===== config.mk =====
export PLATFORM = sky130hd
export DESIGN_NAME = fpa_queue
export DESIGN_NICKNAME = d
export VERILOG_FILES = /design/src/rtl/fpa_pkg.sv /design/src/rtl/fpa_queue.sv
export SDC_FILE = /design/constraint.sdc
export NUM_CORES = 1
export LEC_CHECK = 0
export BUFFER_PORTS_ARGS = -buffer_cell sky130_fd_sc_hd__buf_4
export CAP_MARGIN = 10
export CORE_ASPECT_RATIO = 0.5
export CORE_UTILIZATION = 38
export DETAILED_ROUTE_END_ITERATION = 12
export PLACE_DENSITY = 0.54
export REMOVE_ABC_BUFFERS = 1
export SLEW_MARGIN = 40
export SYNTH_ARGS = -nofsm -noshare
export SYNTH_HDL_FRONTEND = slang
export SYNTH_SLANG_ARGS = --single-unit
export TNS_END_PERCENT = 30

===== constraint.sdc =====
create_clock -name clk -period 6.05 [get_ports clk]
set_clock_uncertainty 0.1 [all_clocks]
set_input_delay 0.3025 -clock clk [delete_from_list [all_inputs] [get_ports clk]]
set_output_delay 0.3025 -clock clk [all_outputs]
set_load 0.005 [all_outputs]

===== src/rtl/fpa_pkg.sv =====
// ----------------------------------------------------------------------------
// fpa_pkg: shared definitions of the fixed-point ALU
// Widths, command codes, operation classes and the classified word that
// travels from the front end through the queue to the execution back end.
// ----------------------------------------------------------------------------
package fpa_pkg;

    localparam int FRAC_BITS   = 8;
    localparam int DATA_W      = 32;
    localparam int INT_W       = 24;
    localparam int CMD_W       = 5;
    localparam int NUM_W       = DATA_W + FRAC_BITS;
    localparam int REM_W       = DATA_W + 1;
    localparam int PROD_W      = 2 * DATA_W;
    localparam int SH_W        = 10;
    localparam int POS_W       = $clog2(DATA_W);
    localparam int QUEUE_DEPTH = 4;
    localparam int QPTR_W      = $clog2(QUEUE_DEPTH);
    localparam int QCNT_W      = $clog2(QUEUE_DEPTH + 1);

    // IEEE single layout
    localparam int FLT_MAN_W   = 23;
    localparam int FLT_EXP_W   = 8;
    localparam int FLT_BIAS    = 127;
    localparam int FLT_SIG_W   = FLT_MAN_W + 1;
    localparam int RND_W       = DATA_W - FLT_SIG_W;

    // Float to fixed shift bounds
    localparam int F2X_EXP_OFS    = 150 - FRAC_BITS;
    localparam int F2X_DENORM_SH  = FRAC_BITS - 149;
    localparam int F2X_MAX_SHIFT  = 40;
    localparam int F2X_DROP_SHIFT = 26;
    localparam int F2X_LSH_W      = 6;
    localparam int F2X_RSH_W      = 5;

    typedef enum logic [CMD_W-1:0] {
        CMD_ADD = 5'd0,
        CMD_SUB = 5'd1,
        CMD_MUL = 5'd2,
        CMD_DIV = 5'd3,
        CMD_EQ  = 5'd4,
        CMD_NE  = 5'd5,
        CMD_LT  = 5'd6,
        CMD_LE  = 5'd7,
        CMD_GT  = 5'd8,
        CMD_GE  = 5'd9,
        CMD_MIN = 5'd10,
        CMD_MAX = 5'd11,
        CMD_INC = 5'd12,
        CMD_DEC = 5'd13,
        CMD_I2X = 5'd14,
        CMD_F2X = 5'd15,
        CMD_X2I = 5'd16,
        CMD_X2F = 5'd17
    } cmd_t;

    typedef enum logic [2:0] {
        KIND_SIMPLE = 3'd0,
        KIND_MUL    = 3'd1,
        KIND_DIV    = 3'd2,
        KIND_F2X    = 3'd3,
        KIND_X2F    = 3'd4
    } kind_t;

    typedef struct packed {
        kind_t                     kind;
        logic [DATA_W-1:0]         raw;
        logic [INT_W-1:0]          ires;
        logic                      cond;
        logic                      dz;
        logic                      neg;
        logic [DATA_W-1:0]         opa;
        logic [DATA_W-1:0]         opb;
        logic signed [SH_W-1:0]    fsh;
        logic [FLT_SIG_W-1:0]      fman;
        logic                      fsat;
    } item_t;

endpackage


===== src/rtl/fpa_queue.sv =====
// ----------------------------------------------------------------------------
// fpa_queue: short queue between front end and back end
// A small register queue that lets either side stall on its own.
// ----------------------------------------------------------------------------
module fpa_queue (
    input  logic           clk,
    input  logic           rst_n,
    input  logic           push_valid,
    output logic           push_ready,
    input  fpa_pkg::item_t push_item,
    output logic           pop_valid,
    input  logic           pop_ready,
    output fpa_pkg::item_t pop_item
);
    import fpa_pkg::*;

    item_t             mem_reg [QUEUE_DEPTH];
    logic [QPTR_W-1:0] wr_ptr_reg;
    logic [QPTR_W-1:0] wr_ptr_next;
    logic [QPTR_W-1:0] rd_ptr_reg;
    logic [QPTR_W-1:0] rd_ptr_next;
    logic [QCNT_W-1:0] count_reg;
    logic [QCNT_W-1:0] count_next;
    logic              do_push;
    logic              do_pop;

    assign push_ready = (count_reg != QCNT_W'(QUEUE_DEPTH));
    assign pop_valid  = (count_reg != '0);
    assign pop_item   = mem_reg[rd_ptr_reg];
    assign do_push    = push_valid && push_ready;
    assign do_pop     = pop_valid && pop_ready;

    always_comb
    begin
        wr_ptr_next = do_push ? wr_ptr_reg + 1'b1 : wr_ptr_reg;
        rd_ptr_next = do_pop ? rd_ptr_reg + 1'b1 : rd_ptr_reg;
        count_next  = count_reg + QCNT_W'(do_push) - QCNT_W'(do_pop);
    end

    always_ff @(posedge clk or negedge rst_n)
    begin
        if (!rst_n)
        begin
            wr_ptr_reg <= '0;
            rd_ptr_reg <= '0;
            count_reg  <= '0;
        end
        else
        begin
            wr_ptr_reg <= wr_ptr_next;
            rd_ptr_reg <= rd_ptr_next;
            count_reg  <= count_next;
        end
    end

    always_ff @(posedge clk)
    begin
        if (do_push)
        begin
            mem_reg[wr_ptr_reg] <= push_item;
        end
    end

endmodule


# == Word-level counts from Yosys, hierarchy flattened ==
# Memories as Yosys holds them, arrays and structs flattened.
# Index checks and enable logic that the tools add are counted.
# word_totals
register_bits,7
ramBits,644
in_bits,165
wordCells,14
mem_count,1
# op_classes
n_addsub,4
n_eq_ne,1
muxes,2
reduce_logical,3
# memory_table
name,depth,width,rd,rd_ports_with_merged_regs,wr,line,text
mem_reg,4,161,1,0,1,fpa_queue.sv:17,item_t mem_reg [QUEUE_DEPTH];
# ops
cell,n
$add A2 B1 Y2 const B,2
$add A3 B1 Y3,1
$ne A3 B3 Y1 const B,1
$reduce_bool A3 Y1,1
$sub A3 B1 Y3,1
$logic_and A1 B1 Y1,2
$mux W1,2

# == Logic depth before layout (Yosys ltp) ==
# logic_depth
ltp_word,4
mapped_depth,9
mapped_depth_nobuf,9

# == Least setup slack after synthesis ==
# Ideal clock, no wire load.
# synth_path
path_kind,reg2reg
from,register count_reg[2]
to,memory mem_reg[0][0] (netlist name) (enable)
t_arrival_ps,4433
required_ps,5408
setup_slack_ps,975
path_stages_with_launch,3
path_buffers,0
period_less_slack_ps,5075
cell_sequence,dfrtp_1 -> nor3b_1 -> and3b_1
# synth_between
elab_chain_len,4
# synth_rtl
item,line,text
"start, declared",fpa_queue.sv:22,logic [QCNT_W-1:0] count_reg;
"start signal, assigned",fpa_queue.sv:52,count_reg <= count_next;
$ne A3 B3 Y1,fpa_queue.sv:27,assign push_ready = (count_reg != QCNT_W'(QUEUE_DEPTH));
$logic_and A1 B1 Y1,fpa_queue.sv:30,assign do_push = push_valid && push_ready;
$mux W1,fpa_queue.sv:58,if (do_push)
$mux W1 (not written as such),fpa_queue.sv:60,mem_reg[wr_ptr_reg] <= push_item;
"end, declared",fpa_queue.sv:17,
# Every way passes these cells.

==> impl_results.md <==
* Synth Area in Compound Gates at less than 1%
* WHS Endpoint: mem_reg[2][71]
* Drt via density at ~4.8
* Vias in the first global route at around 12000
* Core Footprint at 61340 µm²
* DIE AREA at between 60000 and 70000 µm²
* Starting Density at around 39%
* Max Freq at between 200 and 300 MHz
* Slew HR at a little under half
* Wirelength per Cell at about 22 µm
* Antenna violations before repair at 1
* Critical Path End Type: output pin
* Reg2reg setup slack at around 3.5 ns
* Maximum fanout along the worst path at 55
* First-pass GRT wire length at approximately 73000 µm
* Max reg flops at about 640
* Worst Max-Slew Pin Slew at 0.7804 ns
* CP delay by family, top: buffers and inverters
* Number of cells on the worst reg-to-reg path at 4
* Post-Synth Adder-Cell Area at less than 1%
* Synth Flop Type: edfxtp_1
* Final net count at roughly 1600
* Register area share after synthesis at approximately 82%
* Lkg Pwr at between 10 and 15 nW
* Port Buffers at about 330
* Die extent in x at approximately 350 µm
* FF+latch count, synth at 651
* Global route overflow at 0
* Syn Area/Cell at ~27 µm²
* Share of post-route cells with drive strength above 1 at 40.25%
* Crit-path cells: buf_12 -> buf_16 -> mux4_2 -> buf_4
* Clk slew on worst S/H paths at 0.06 ns
* Initial drt markers at about 670
* Post-DP HPWL at about 30000 µm
* Post-synth EDFFs at between 600 and 700
* Pwr/cell area at about 460 nW/µm²
* Worst Path Buf+Inv at 3
* Num ports at between 300 and 400
* Simple-Gate Fraction of Synth Area at less than 1%
* Postcts setup bufs at 0
* CTS tree: built
* XOR/XNOR share of the synthesized area at less than 1%
* Maximum VDD drop at 0.2948 mV
* CP peak stage delay at approximately 0.67 ns
* TritonCTS Buffers at 57
* Min-delay src: push_item[71]
* Final Max Slew Viols at 0
* Drt first pass iters at 4
* CP max-delay cell: dfrtp_4
* Hold crit path type: input pin to flip-flop
* FP Rows at 64
* Final setup fails at 0
* Max_cap viols at 0
* Layout area overhead at 29.79%
* Gpl congestion at 0.7244
* Critical path class: flip-flop to output pin
* Async set or reset register ratio after synthesis at between 1 and 1.5%
* CP required at between 5 and 6 ns
* DRC at 0
* CP Data Arrival Time at between 2 and 3 ns
* Gate Count Post-Synth at slightly below 900
* Worst hold path depth at 2
* Post-layout util at roughly half
* Largest net degree at the start of global routing at around 110
* Total Routing Usage GR at 15.53%
* RSZ-0062 raised after global routing: false
* Clock sink count at 651
* Reg2Reg Launch Point: count_reg[2]
* Final Critical Period at roughly 3.3 ns
* Startpoint Class: flip-flop
* Clock Tree Buf Depth at 3
* Synthesized area at 23660 µm²
* Outcome: finished, final reports clean
* Hold Vio Cnt, Final at 0
* Total number of vias at around 11000
* Largest family of logic cells by synthesized area: multiplexers
* Final std cells w/o fill at 2287
* Die H at 178.4 µm
* Reg-to-reg endpoint: mem_reg[3][21]
* Placed Cells at 2011
* Clock Tree Root: clkbuf_16
* Unique masters post-synth at 22
* Mux contribution to synthesized area at 15.33%
* Worst skew pair latency at ~0.6 ns
* Htree depth at 2
* Final WL at around 50000 µm
* Period utilisation layout at 55.32%
* Synth warn at 0
* Post-route ant nets at 0
==> routing by layer <==
metal | global-route usage, % | part of all wire (%) | vias to the layer above
met5 | 0 | 0 | -
met4 | 3.915 | 2.1 | 0
met3 | 2.537 | 2.8 | 68
met2 | 29.48 | 57 | 141
met1 | 18.35 | 38 | 5913
li1 | - | - | 4904
==> final cells by class <==
type,count,area (µm²)
Antenna cell,1,2.502
Clock buffer,73,1529
Clock inverter,33,291.5
Fill cell,5007,30640
Inverter,6,22.52
Multi-Input combinational cell,189,3909
Sequential cell,651,19520
Tap cell,825,1032
Timing Repair Buffer,509,4395
==> timing repair <==
action | in CTS | in global routing
hold endpoints to repair | 655 | 0
resized for setup | 0 | 0
hold buffers | 165 | 0
==> worst register-to-register path, delay by kind of cell (launching register included) <==
| kind | cells | cell delay, ns |
|---|---|---|
| buffers and inverters | 2 | 0.85 |
| DFF | 1 | 0.44 |
| and+or+nand+nor | 2 | 0.83 |
==> per-stage QoR <==
step                setup slack (ns)  hold slack, ns  area, µm²  total power [mW]  setup TNS [ns]
floorplan                     -1.738        -0.09309      23430             8.959         -196.66
global placement               3.265         0.02018      27090             10.56               0
detailed placement             3.210         0.02882      27140             10.66               0
CTS                            2.549          0.3165      30620             14.35               0
global route                   2.424          0.3293      30700             14.75               0
finish                         2.703          0.3513      30700             14.09               0
==> cells by family (layout without fill, tap and decap cells) <==
family | Yosys count | in the layout
other | 0 | 1
AOI/OAI and AO/OA | 4 | 4
buffers and inverters | 42 | 621
and+or+nand+nor | 13 | 13
DFF | 651 | 651
xor gates and xnor gates | 4 | 4
muxes | 161 | 161
adders and majority gates | 7 | 7
==> how the worst max path moves through the flow <==
stage / start / to / slack (ns) / depth (start not counted)
3_3_place_gp: count_reg[2] / mem_reg[3][63] / 3.26 / 3
2_1_floorplan: rd_ptr_reg[0] / rd_ptr_reg[1] / -1.74 / 2
5_1_grt: rd_ptr_reg[0] / pop_item[90] / 2.42 / 4
3_5_place_dp: count_reg[1] / mem_reg[1][21] / 3.21 / 3
4_1_cts: rd_ptr_reg[0] / pop_item[90] / 2.55 / 4
6_report: rd_ptr_reg[0] / pop_item[90] / 2.70 / 4
==> cell usage after synthesis, types with 2 or more instances <==
master | n | area share [%]
edfxtp_1 | 644 | 82
mux4_2 | 161 | 15
buf_2 | 19 | 0.40
buf_6 | 9 | 0.43
dfrtp_1 | 7 | 0.74
clkbuf_1 | 6 | 0.095
ha_1 | 6 | 0.32
inv_1 | 6 | 0.095
and3b_1 | 4 | 0.15
nand2b_1 | 4 | 0.11
xnor2_1 | 3 | 0.11
nand4bb_1 | 2 | 0.095
o211ai_1 | 2 | 0.063
==> placed cells by master (no fill, tap or decap), types with 2 or more instances in the layout <==
master	netlist	routed
and3b_4	0	4
buf_12	0	11
buf_4	1	331
bufinv_16	0	5
clkbuf_1	6	14
clkbuf_16	0	59
clkinv_1	0	16
clkinv_2	0	5
clkinvlp_4	0	4
dfrtp_1	7	5
dfrtp_4	0	2
dlygate4sd3_1	0	165
edfxtp_1	644	644
ha_1	6	6
inv_1	6	6
inv_6	0	2
mux4_2	161	161
nand2b_1	4	4
nand4bb_1	2	2
o211ai_1	2	2
xnor2_1	3	3
==> power by group <==
part           internal, mW  switching (mW)
Sequential             5.94           0.261
Clock                  2.00            1.58
Combinational          2.29            2.03
Power figures use the tool's default switching activity.
